===== src/hw/rtl/tccw_pkg.sv =====
// Shared types, codes and tables of the text console cursor writer.
`timescale 1ns / 1ps

package tccw_pkg;

  // Screen geometry and tab spacing
  localparam int SCREEN_ROWS = 25;
  localparam int SCREEN_COLS = 80;
  localparam int TAB_STOP    = 8;
  localparam int MAX_RESULTS = 12;

  // Field widths
  localparam int ROW_W  = 5;
  localparam int COL_W  = 7;
  localparam int CHAR_W = 8;
  localparam int ATTR_W = 8;
  localparam int TAB_W  = 5;   // holds a fill count of 1 .. TAB_STOP
  localparam int EMIT_W = 4;   // holds a result count of 0 .. MAX_RESULTS
  localparam int COL_DEPTH = 1 << COL_W;

  typedef logic [ROW_W-1:0]  row_t;
  typedef logic [COL_W-1:0]  col_t;
  typedef logic [CHAR_W-1:0] char_t;
  typedef logic [ATTR_W-1:0] attr_t;
  typedef logic [TAB_W-1:0]  tab_cnt_t;
  typedef logic [EMIT_W-1:0] emit_cnt_t;

  // Character codes with special handling
  localparam char_t CODE_TAB   = 8'd9;
  localparam char_t CODE_NL    = 8'd10;
  localparam char_t CODE_CR    = 8'd13;
  localparam char_t CODE_SPACE = 8'd32;

  localparam attr_t ATTR_RESET = 8'd15;

  // Event kinds
  localparam logic EV_WRITE  = 1'b0;
  localparam logic EV_SCROLL = 1'b1;

  // Commands from the controller to the datapath
  typedef struct packed {
    logic load;   // latch a new character
    logic head;   // wrap, scroll and apply the character's own action
    logic put;    // place one code (a printable or one tab space)
  } tccw_cmd_t;

  // Status from the datapath to the controller
  typedef struct packed {
    logic stall;        // result slot busy, step cannot complete
    logic scroll;       // this step emits a scroll instead of a write
    logic is_nl;
    logic is_cr;
    logic remain_last;  // one code left to place
  } tccw_status_t;

  // Spaces a tab inserts, indexed by column
  typedef tab_cnt_t tab_rom_t [0:COL_DEPTH-1];

  function automatic tab_rom_t build_tab_rom();
    tab_rom_t rom;
    for (int i = 0; i < COL_DEPTH; i++) begin
      rom[i] = TAB_W'(TAB_STOP - (i % TAB_STOP));
    end
    return rom;
  endfunction

  localparam tab_rom_t TAB_ROM = build_tab_rom();

endpackage


===== src/hw/rtl/tccw_ctrl.sv =====
// Controller state machine of the text console cursor writer.
`timescale 1ns / 1ps

module tccw_ctrl
  import tccw_pkg::*;
(
  input  logic         clk,
  input  logic         rst,
  input  logic         in_valid,
  output logic         in_ready,
  output tccw_cmd_t    cmd,
  input  tccw_status_t st
);

  typedef enum logic [1:0] {
    S_IDLE,
    S_HEAD,
    S_PUT
  } state_t;

  state_t state;

  // Accept a character only when no work is in flight
  assign in_ready = (state == S_IDLE);

  always_comb begin
    cmd      = '0;
    cmd.load = in_valid && (state == S_IDLE);
    cmd.head = (state == S_HEAD);
    cmd.put  = (state == S_PUT);
  end

  // Sequence one character: head step, then one put step per code (none for newline or CR)
  always_ff @(posedge clk) begin
    if (rst) begin
      state <= S_IDLE;
    end else begin
      unique case (state)
        S_IDLE: begin
          if (in_valid) state <= S_HEAD;
        end
        S_HEAD: begin
          if (!st.stall) begin
            if (st.is_nl || st.is_cr) state <= S_IDLE;
            else                      state <= S_PUT;
          end
        end
        S_PUT: begin
          if (!st.stall && !st.scroll && st.remain_last) state <= S_IDLE;
        end
        default: state <= S_IDLE;
      endcase
    end
  end

  // A put step that places the last code returns to idle
  assert property (@(posedge clk) disable iff (rst)
    (state == S_PUT && !st.stall && !st.scroll && st.remain_last) |=> in_ready)
    else $error("controller did not finish after last code");

  // Newline and carriage return never enter the put phase
  assert property (@(posedge clk) disable iff (rst)
    (state == S_HEAD && !st.stall && (st.is_nl || st.is_cr)) |=> (state == S_IDLE))
    else $error("control character entered put phase");

  // Only one step command at a time
  assert property (@(posedge clk) disable iff (rst)
    $onehot0({cmd.load, cmd.head, cmd.put}))
    else $error("overlapping datapath commands");

endmodule


===== src/hw/rtl/tccw_dp.sv =====
// Datapath of the text console cursor writer: cursor, tab count and result register.
`timescale 1ns / 1ps

module tccw_dp
  import tccw_pkg::*;
(
  input  logic         clk,
  input  logic         rst,
  input  char_t        char_in,
  input  logic         cfg_we,
  input  attr_t        cfg_attr,
  input  tccw_cmd_t    cmd,
  output tccw_status_t st,
  output logic         out_valid,
  input  logic         out_ready,
  output logic         event_kind,
  output row_t         cell_row,
  output col_t         cell_col,
  output char_t        cell_char,
  output attr_t        cell_attr,
  output logic         last_of_run
);

  char_t     ch;
  row_t      row;
  col_t      col;
  tab_cnt_t  remain;
  emit_cnt_t emit_cnt;
  attr_t     attr;

  logic  wrap, scroll, is_tab, is_nl, is_cr;
  row_t  w_row, s_row;
  col_t  w_col;
  logic  emit_want, capped, out_free, stall, step, emit, emit_last;
  logic  nth_last;
  char_t put_char;

  // Decode the latched character
  assign is_tab = (ch == CODE_TAB);
  assign is_nl  = (ch == CODE_NL);
  assign is_cr  = (ch == CODE_CR);
  assign put_char = is_tab ? CODE_SPACE : ch;

  // Wrap a full line, then check for a row past the bottom
  assign wrap   = (col >= COL_W'(SCREEN_COLS));
  assign w_row  = wrap ? row + 1'b1 : row;
  assign w_col  = wrap ? '0 : col;
  assign scroll = (w_row >= ROW_W'(SCREEN_ROWS));
  assign s_row  = scroll ? ROW_W'(SCREEN_ROWS - 1) : w_row;

  // Result slot handling; results past the cap are dropped
  assign emit_want = (cmd.head && scroll) || cmd.put;
  assign capped    = (emit_cnt == EMIT_W'(MAX_RESULTS));
  assign out_free  = !out_valid || out_ready;
  assign stall     = emit_want && !capped && !out_free;
  assign step      = (cmd.head || cmd.put) && !stall;
  assign emit      = step && emit_want && !capped;
  assign nth_last  = (emit_cnt == EMIT_W'(MAX_RESULTS - 1));

  always_comb begin
    if (cmd.head) emit_last = is_nl || is_cr || nth_last;
    else          emit_last = (!scroll && remain == TAB_W'(1)) || nth_last;
  end

  assign st.stall       = stall;
  assign st.scroll      = scroll;
  assign st.is_nl       = is_nl;
  assign st.is_cr       = is_cr;
  assign st.remain_last = (remain == TAB_W'(1));

  // Attribute register
  always_ff @(posedge clk) begin
    if (rst)         attr <= ATTR_RESET;
    else if (cfg_we) attr <= cfg_attr;
  end

  // Cursor, tab count and result count
  always_ff @(posedge clk) begin
    if (rst) begin
      row      <= '0;
      col      <= '0;
      remain   <= '0;
      emit_cnt <= '0;
      ch       <= '0;
    end else begin
      if (cmd.load) begin
        ch       <= char_in;
        emit_cnt <= '0;
      end else if (step) begin
        if (emit) emit_cnt <= emit_cnt + 1'b1;
        if (cmd.head) begin
          priority if (is_nl) begin
            row <= s_row + 1'b1;
            col <= '0;
          end else if (is_cr) begin
            row <= s_row;
            col <= '0;
          end else if (is_tab) begin
            row    <= s_row;
            col    <= w_col;
            remain <= TAB_ROM[w_col];
          end else begin
            row    <= s_row;
            col    <= w_col;
            remain <= TAB_W'(1);
          end
        end else if (scroll) begin
          row <= s_row;
          col <= w_col;
        end else begin
          row    <= w_row;
          col    <= w_col + 1'b1;
          remain <= remain - 1'b1;
        end
      end
    end
  end

  // Result register valid flag
  always_ff @(posedge clk) begin
    if (rst)            out_valid <= 1'b0;
    else if (emit)      out_valid <= 1'b1;
    else if (out_ready) out_valid <= 1'b0;
  end

  // Result register payload
  always_ff @(posedge clk) begin
    if (emit) begin
      last_of_run <= emit_last;
      if (scroll) begin
        event_kind <= EV_SCROLL;
        cell_row   <= '0;
        cell_col   <= '0;
        cell_char  <= '0;
        cell_attr  <= '0;
      end else begin
        event_kind <= EV_WRITE;
        cell_row   <= w_row;
        cell_col   <= w_col;
        cell_char  <= put_char;
        cell_attr  <= attr;
      end
    end
  end

  // Never more results than the cap
  assert property (@(posedge clk) disable iff (rst)
    emit_cnt <= EMIT_W'(MAX_RESULTS))
    else $error("result count above cap");

  // Cursor stays within the screen plus one pending row or column
  assert property (@(posedge clk) disable iff (rst)
    (col <= COL_W'(SCREEN_COLS)) && (row <= ROW_W'(SCREEN_ROWS)))
    else $error("cursor out of range");

  // A scroll result carries zero cell fields
  assert property (@(posedge clk) disable iff (rst)
    (out_valid && event_kind == EV_SCROLL) |-> (cell_row == '0 && cell_col == '0))
    else $error("scroll event with cell position");

  // A written cell lies on the screen
  assert property (@(posedge clk) disable iff (rst)
    (out_valid && event_kind == EV_WRITE) |->
      (cell_row < ROW_W'(SCREEN_ROWS) && cell_col < COL_W'(SCREEN_COLS)))
    else $error("cell write off screen");

endmodule


===== src/hw/rtl/text_console_cursor_writer.sv =====
// Top level of the text console cursor writer.
//
//  channel   | signals                              | transfer when
//  ----------+--------------------------------------+------------------------------
//  input     | s_axis_tvalid/tready/tdata           | s_axis_tvalid && s_axis_tready
//  result    | m_axis_tvalid/tready/tdata/tuser/tlast | m_axis_tvalid && m_axis_tready
//  config    | cfg_valid/cfg_ready/cfg_data         | cfg_valid && cfg_ready
//
// A character takes its accept step, one head step and one put step per placed code;
// newline and carriage return have no put step, and a tab places the spaces up to the
// next tab stop. A scroll at the head shares the head step; a wrap and scroll in the
// middle of a tab takes an extra put step, which emits the scroll.
// The controller sequences one character at a time; the next is accepted once
// the last step has completed, and the result register decouples the result side.
// A stalled result register holds the step in progress. rst is synchronous,
// clears the cursor to the top left and the attribute to 15. Config is always ready.
`timescale 1ns / 1ps

module text_console_cursor_writer
  import tccw_pkg::*;
(
  input  logic        clk,
  input  logic        rst,
  input  logic        s_axis_tvalid,
  output logic        s_axis_tready,
  input  logic [7:0]  s_axis_tdata,   // [7:0] char_in
  output logic        m_axis_tvalid,
  input  logic        m_axis_tready,
  output logic [31:0] m_axis_tdata,   // [4:0] cell_row, [11:5] cell_col,
                                      // [19:12] cell_char, [27:20] cell_attr
  output logic        m_axis_tuser,   // [0] event_kind
  output logic        m_axis_tlast,   // last_of_run
  input  logic        cfg_valid,
  output logic        cfg_ready,
  input  logic [7:0]  cfg_data        // [7:0] text_attribute
);

  tccw_cmd_t    cmd;
  tccw_status_t st;
  row_t         cell_row;
  col_t         cell_col;
  char_t        cell_char;
  attr_t        cell_attr;

  assign cfg_ready = 1'b1;

  tccw_ctrl u_ctrl (
    .clk      (clk),
    .rst      (rst),
    .in_valid (s_axis_tvalid),
    .in_ready (s_axis_tready),
    .cmd      (cmd),
    .st       (st)
  );

  tccw_dp u_dp (
    .clk         (clk),
    .rst         (rst),
    .char_in     (s_axis_tdata),
    .cfg_we      (cfg_valid && cfg_ready),
    .cfg_attr    (cfg_data),
    .cmd         (cmd),
    .st          (st),
    .out_valid   (m_axis_tvalid),
    .out_ready   (m_axis_tready),
    .event_kind  (m_axis_tuser),
    .cell_row    (cell_row),
    .cell_col    (cell_col),
    .cell_char   (cell_char),
    .cell_attr   (cell_attr),
    .last_of_run (m_axis_tlast)
  );

  // Pack the result fields, lowest field first
  assign m_axis_tdata = {4'b0000, cell_attr, cell_char, cell_col, cell_row};

endmodule


===== config.mk =====
export PLATFORM = sky130hd
export DESIGN_NAME = text_console_cursor_writer
export DESIGN_NICKNAME = d
export VERILOG_FILES = /design/src/hw/rtl/tccw_pkg.sv /design/src/hw/rtl/tccw_ctrl.sv /design/src/hw/rtl/tccw_dp.sv /design/src/hw/rtl/text_console_cursor_writer.sv
export SDC_FILE = /design/constraint.sdc
export NUM_CORES = 1
export LEC_CHECK = 0
export ABC_AREA = 1
export BUFFER_PORTS_ARGS = -buffer_cell sky130_fd_sc_hd__buf_2
export CORE_MARGIN = 2
export CORE_UTILIZATION = 56
export DETAILED_ROUTE_END_ITERATION = 12
export MAX_ROUTING_LAYER = met4
export PLACE_DENSITY_LB_ADDON = 0.12
export SETUP_SLACK_MARGIN = 0.5
export SLEW_MARGIN = 20
export SYNTH_ARGS = -nofsm -noshare
export SYNTH_HDL_FRONTEND = slang
export SYNTH_SLANG_ARGS = --single-unit

===== constraint.sdc =====
create_clock -name clk -period 2.7 [get_ports clk]
set_input_delay 0.135 -clock clk [delete_from_list [all_inputs] [get_ports clk]]
set_output_delay 0.135 -clock clk [all_outputs]
set_load 0.05 [all_outputs]

==> flow_metrics.env, run 1 <==
export IMPL_status="finished, final reports clean"
export IMPL_crit_type="register to register"
export IMPL_netlist_area_leader_share_pct=25.50
export IMPL_viasPerCell=5.317
export IMPL_syn_inst=441
export IMPL_portBuffers=52
export IMPL_ys_ff_latch=70
export IMPL_leakagePower_nw=1.929
export IMPL_hold_end="u_dp.attr[2]$_SDFFE_PP1P_"
export IMPL_totalNegativeSetupSlack_ns=0
export IMPL_max_freq_ghz=0.4724
export IMPL_hpwl_um=5288
export IMPL_ys_seq_area_share_pct=48.18
export IMPL_grt_pass1_wl_um=13080
export IMPL_clkTransAtPathRegs_ns=0.07
export IMPL_most_common_layout_cells="nand2_1 (68), inv_1 (62), nor2_1 (62), buf_2 (52), a21oi_1 (36)"
export IMPL_arrival_ns=2.34
export IMPL_area_growth_pct=20.79
export IMPL_die_h_um=83.42
export IMPL_worst_path_buf_inv=3
export IMPL_slew_violations=0
export IMPL_skew_ns=0.006422
export IMPL_rrSetupSlack_ns=0.58
export IMPL_cp_top_family="simple AND/OR/NAND/NOR gates"
export IMPL_cts_num_sinks=70
export IMPL_cp_start_kind="register"
export IMPL_vdd_drop_max_mv=0.8240
export IMPL_cts_tree="built"
export IMPL_synth_area_leaders="edfxtp_1 (26%), dfxtp_1 (23%), nand2_1 (7.4%)"
export IMPL_final_common_cell="nand2_1"
export IMPL_drtAntennaViolNets=0
export IMPL_vias=3100
export IMPL_gp_congestion=0.9261
export IMPL_rows=28
export IMPL_synth_top_area_cell="edfxtp_1"
export IMPL_hp_start="cfg_data[2]"
export IMPL_syn_area_sq_um=3532
export IMPL_fin_hold_ws_ns=0.01732
export IMPL_setup_viol=0
export IMPL_worst_hold_path_type="input port to register"
export IMPL_start_util_pct=58.62
export IMPL_reg2regPathDepth=12
export IMPL_finalHoldViolations=0
export IMPL_fin_nets=537
export IMPL_h_tree_depth=3
export IMPL_avgSynthCellArea_sq_um=8.009
export IMPL_regArea_sq_um=1724
export IMPL_critical_path_slowest_cell="dfxtp_4"
export IMPL_hold_path_depth=3
export IMPL_crit_required_ns=2.92
export IMPL_drc=0
export IMPL_multiInputGateArea_sq_um=1587
export IMPL_wl_per_cell_um=13.85
export IMPL_clock_latency_ns=0.35
export IMPL_cts_path_max_buffers=2
export IMPL_fillers=475
export IMPL_insertedDiodeCount=0
export IMPL_cts_root_buf="clkbuf_8"
export IMPL_wl_um=8075
export IMPL_drt_iter0_markers=200
export IMPL_track_usage_pct=23.81
export IMPL_rr_startpoint="u_dp.col[4]$_SDFFE_PP0P_"
export IMPL_grt_pass1_vias=2821
export IMPL_synth_async_sr_flop_share_pct=0
export IMPL_grt_max_degree=26
export IMPL_cts_made_buffers=9
export IMPL_rr_endpoint="u_dp.col[1]$_SDFFE_PP0P_"
export IMPL_synthFlopType="dfxtp_1"
export IMPL_synth_edf_count=30
export IMPL_pwr_density_cell_nw_per_um2=1121
export IMPL_crit_fanout=6
export IMPL_ios=58
export IMPL_max_stage_delay_ns=0.36
export IMPL_die_x_um=83.42
export IMPL_synth_warnings=0
export IMPL_grt_ovfl_total=0
export IMPL_fin_crit_sh_pct=78.40
export IMPL_maxCapViolations=0
export IMPL_end_kind="register"
export IMPL_drive_gt1_share_pct=23.82
export IMPL_fin_crit_ns=2.117
export IMPL_slew_headroom_pct=47.73
export IMPL_synth_cell_types=36
export IMPL_core_sq_um=6026
export IMPL_rsz0062_at_grt="true"
export IMPL_first_pass_iters=5
export IMPL_die_area_sq_um=6959
export IMPL_worstMarginPinSlew_ns=0.7832
export IMPL_antenna_found_initial=0
export IMPL_crit_chain="nor2_2 -> nor2_4 -> buf_4 -> nor2_1 -> inv_1 -> ha_1 -> inv_1 -> a21oi_1 -> o22ai_1 -> nand2_1 -> o21ai_1 -> nor2_1"
metal layers:
layer / wire length [um] / part of all wire (%) / GRT usage [%] / vias up
met2: 3859 / 48 / 38.71 / 135
met3: 627 / 7.8 / 5.070 / 18
met5: 0 / 0 / - / -
li1: - / - / - / 1545
met1: 3445 / 43 / 30.29 / 1402
met4: 142 / 1.8 / 6.745 / 0
tightest hold or removal path, delay by kind of cell:
kind            cells  cell delay [ns]
compound gates      2             0.11
buf+inv             1             0.08
metrics by stage:
stage          utilization, %  power (mW)  cell area, sq um  setup WS, ns  cells
6_report                70.81       4.781              4267        0.5831    583
5_1_grt                 70.81       5.127              4267        0.4628    583
4_1_cts                 68.40       4.588              4121        0.5030    578
3_5_place_dp            63.68       3.686              3837        0.2914    558
3_3_place_gp            63.68       3.638              3837        0.4689    558
2_1_floorplan               -       3.261              3543        0.5028    444
sequential cells by signal, indices dropped and copies added, names as in the netlist:
| signal | cells |
|---|---|
| u_dp.attr | 8 |
| u_dp.cell_attr | 8 |
| u_dp.cell_char | 8 |
| u_dp.ch | 8 |
| u_dp.cell_col | 7 |
| u_dp.col | 7 |
| u_dp.cell_row | 5 |
| u_dp.remain | 5 |
| u_dp.row | 5 |
| u_dp.emit_cnt | 4 |
| u_ctrl.state | 2 |
| u_dp.event_kind | 1 |
| u_dp.last_of_run | 1 |
| u_dp.out_valid | 1 |
worst max-delay path by stage:
stage                                   from                         endpoint  slack, ns  depth (start not counted)
finish              u_dp.col[4]$_SDFFE_PP0P_         u_dp.col[1]$_SDFFE_PP0P_       0.58                         12
CTS                 u_dp.row[0]$_SDFFE_PP0P_   u_dp.cell_col[1]$_SDFFCE_PP0P_       0.50                         16
detailed placement  u_dp.row[1]$_SDFFE_PP0P_         u_dp.row[2]$_SDFFE_PP0P_       0.29                         18
floorplan           u_dp.row[0]$_SDFFE_PP0P_  u_dp.cell_attr[0]$_SDFFCE_PP0P_       0.50                         12
global route        u_dp.row[0]$_SDFFE_PP0P_         u_dp.row[2]$_SDFFE_PP0P_       0.46                         18
global placement    u_dp.row[0]$_SDFFE_PP0P_   u_dp.cell_col[6]$_SDFFCE_PP0P_       0.47                         13
cells by family (layout without fill, tap and decap cells):
kind of cell / Yosys count / in the layout / share of synthesized area, %
AND/OR/NAND/NOR: 183 / 183 / 22.99
AO/OA/AOI/OAI: 81 / 81 / 12.29
XOR/XNOR: 8 / 8 / 1.984
adder cells (fa/ha/maj): 12 / 12 / 4.251
flip-flops: 70 / 70 / 48.18
buffers and inverters: 85 / 149 / 10.10
other: 2 / 5 / 0.2126
what timing repair did:
item | 4_1_cts | 5_1_grt
endpoints found under the hold margin | 1 | 0
resized for setup | 14 | 26
hold buffers | 1 | 0
pin swaps | 3 | 8
setup buffers | 3 | 4
cloned | 1 | 1
setup endpoints to repair | 41 | 50
layout make-up:
| type | count | area share [%] |
|---|---|---|
| clock inverters | 5 | 1.232 |
| inverters | 69 | 6.364 |
| repair buffers | 65 | 9.619 |
| flip-flops and latches | 70 | 40.41 |
| clock buffers | 10 | 2.991 |
| multi-input cells | 289 | 37.18 |
| well taps | 75 | 2.199 |
where the power goes:
group | internal, mW | switching [mW] | total (mW)
clock | 0.417 | 0.383 | 0.799
sequential | 1.45 | 0.160 | 1.61
combinational | 0.745 | 1.63 | 2.38
total | 2.61 | 2.17 | 4.78
cell usage after synthesis (2+ instances only):
cell and number:
inv_1 63, o21ai_0 24, conb_1 2, nand3_2 2, nand2_4 2, ha_1 12, o22ai_1 3, clkbuf_1 7
nor2_4 2, nand2_1 70, xor2_1 8, edfxtp_1 30, inv_2 5, nor2_1 64, or2_2 2, nand2_2 7
a21oi_1 36, nand4_1 7, dfxtp_1 40, o21ai_1 12, nor3_1 2, buf_4 7, nand3_1 21
Note: power is estimated with default switching activity, not from simulation.
==> run 2: changes to the inputs <==
--- a/config.mk
+++ b/config.mk
@@ -8,7 +8,7 @@
 export ABC_AREA = 1
 export BUFFER_PORTS_ARGS = -buffer_cell sky130_fd_sc_hd__buf_2
 export CORE_MARGIN = 2
-export CORE_UTILIZATION = 56
+export CORE_UTILIZATION = 51
 export DETAILED_ROUTE_END_ITERATION = 12
 export MAX_ROUTING_LAYER = met4
 export PLACE_DENSITY_LB_ADDON = 0.12
==> constraint.sdc (replaced) <==
create_clock -name clk -period 1.78 [get_ports clk]
set_input_delay 0.089 -clock clk [delete_from_list [all_inputs] [get_ports clk]]
set_output_delay 0.089 -clock clk [all_outputs]
set_load 0.05 [all_outputs]
==> flow_metrics.env, run 2 (same netlist as run 1, synthesis figures left out) <==
export IMPL_slew_violations=0
export IMPL_leakagePower_nw=2.283
export IMPL_most_common_layout_cells="nand2_1 (60), inv_1 (54), nor2_1 (52), buf_2 (51), buf_4 (43)"
export IMPL_crit_fanout=5
export IMPL_grt_ovfl_total=0
export IMPL_rsz0062_at_grt="true"
export IMPL_ios=58
export IMPL_stdcell_count=646
export IMPL_max_freq_ghz=0.4829
export IMPL_core_sq_um=6756
export IMPL_layout_setup_ws_ns=-0.2908
export IMPL_crit_type="register to register"
export IMPL_drtAntennaViolNets=0
export IMPL_fin_hold_ws_ns=-0.005776
export IMPL_finalHoldViolations=1
export IMPL_clock_latency_ns=0.36
export IMPL_grt_max_degree=17
export IMPL_crit_required_ns=2.04
export IMPL_hpwl_um=5783
export IMPL_totalNegativeSetupSlack_ns=-13.90
export IMPL_viasPerCell=5.259
export IMPL_vdd_drop_max_mv=1.116
export IMPL_drt_iter0_markers=206
export IMPL_end_kind="register"
export IMPL_crit_chain="inv_1 -> nor2_1 -> nand2_1 -> nand2_1 -> nand2_2 -> a21oi_4 -> nand3_4 -> a21boi_4 -> nand2_8 -> buf_6 -> o21ai_2 -> nor2_1"
export IMPL_drc=0
export IMPL_reg2regPathDepth=12
export IMPL_finalCoreUtilization_pct=75.69
export IMPL_wl_um=9763
export IMPL_die_h_um=87.22
export IMPL_critPathLaunch="u_dp.row[0]$_SDFFE_PP0P_"
export IMPL_first_pass_iters=4
export IMPL_rr_startpoint="u_dp.row[0]$_SDFFE_PP0P_"
export IMPL_fin_crit_sh_pct=116.3
export IMPL_vias=3397
export IMPL_area_growth_pct=44.77
export IMPL_track_usage_pct=24.47
export IMPL_rows=30
export IMPL_placedCellCount=602
export IMPL_die_x_um=87.22
export IMPL_status="complete, but fails checks"
export IMPL_cts_num_sinks=70
export IMPL_grt_pass1_wl_um=13990
export IMPL_start_util_pct=52.28
export IMPL_portBuffers=52
export IMPL_cts_root_buf="clkbuf_8"
export IMPL_die_area_sq_um=7607
export IMPL_fin_nets=594
export IMPL_fin_crit_ns=2.071
export IMPL_worst_hold_path_type="input port to register"
export IMPL_pwr_density_cell_nw_per_um2=1798
export IMPL_cp_start_kind="register"
export IMPL_arrival_ns=2.33
export IMPL_final_common_cell="nand2_1"
export IMPL_antenna_found_initial=0
export IMPL_drive_gt1_share_pct=39.93
export IMPL_cts_tree="built"
export IMPL_cts_path_max_buffers=2
export IMPL_gp_congestion=1.000
export IMPL_violations="negative hold slack, negative setup slack"
export IMPL_wl_per_cell_um=15.11
export IMPL_max_stage_delay_ns=0.37
export IMPL_rr_endpoint="u_dp.emit_cnt[0]$_SDFFE_PP0P_"
export IMPL_cts_made_buffers=9
export IMPL_setup_viol=80
export IMPL_rrSetupSlack_ns=-0.29
export IMPL_h_tree_depth=3
export IMPL_clkTransAtPathRegs_ns=0.09
export IMPL_insertedDiodeCount=0
export IMPL_critical_path_slowest_cell="dfxtp_2"
export IMPL_skew_ns=0.009270
export IMPL_crit_path_end="u_dp.emit_cnt[0]$_SDFFE_PP0P_"
export IMPL_maxCapViolations=0
export IMPL_grt_pass1_vias=3086
## run 2: worst min path at each step
stage,start,to,cells after the start
2_1_floorplan,rst,u_dp.attr[0]$_SDFFE_PP1P_,2
3_3_place_gp,cfg_data[2],u_dp.attr[2]$_SDFFE_PP1P_,3
3_5_place_dp,cfg_data[1],u_dp.attr[1]$_SDFFE_PP1P_,3
4_1_cts,s_axis_tdata[0],u_dp.ch[0]$_SDFFE_PP0P_,3
5_1_grt,cfg_data[5],u_dp.attr[5]$_SDFFE_PP0P_,3
6_report,s_axis_tdata[7],u_dp.ch[7]$_SDFFE_PP0P_,3
## run 2: final cells by class
cell class / count / area [sq um]
Tap cell: 80 / 100.1
Timing Repair inverter: 3 / 36.28
Timing Repair Buffer: 117 / 882.1
Fill cell: 477 / 1643
Clock buffer: 9 / 123.9
Multi-Input combinational cell: 291 / 1878
Clock inverter: 7 / 73.82
Inverter: 69 / 297.8
Sequential cell: 70 / 1722
## run 2: routing by layer
| layer | vias to the layer above | wire length [um] | track usage, % |
|---|---|---|---|
| met5 | - | 0 | - |
| met4 | 0 | 265 | 13.01 |
| met3 | 23 | 438 | 3.791 |
| met2 | 90 | 4924 | 38.72 |
| met1 | 1623 | 4135 | 30.18 |
| li1 | 1661 | - | - |
## run 2: metrics by stage
stage | cell area, sq um | setup slack (ns) | power, mW
6_report | 5114 | -0.2908 | 9.193
5_1_grt | 5114 | -0.3915 | 9.774
4_1_cts | 4678 | -0.2258 | 8.030
3_5_place_dp | 4282 | -0.1881 | 6.441
3_3_place_gp | 4282 | -0.1833 | 6.371
2_1_floorplan | 3692 | -0.02304 | 5.253
## run 2: power by group
part	internal [mW]	total, mW	switching, mW
combinational	2.20	5.39	3.19
clock	0.651	1.33	0.678
sequential	2.19	2.48	0.285
## run 2: timing repair
action,CTS,global route
buffers inserted,2,14
resized for setup,28,69
pin swaps,8,28
hold buffers,6,0
endpoints found under the setup margin,85,93
cloned,1,5
hold endpoints to repair,8,0
## run 2: worst max-delay path: cells and delay by family, from the launching register on
kind                   cells  cell delay, ns
and+or+nand+nor            7            0.79
buffers and inverters      2            0.23
DFF                        1            0.37
AOI/OAI and AO/OA          3            0.58
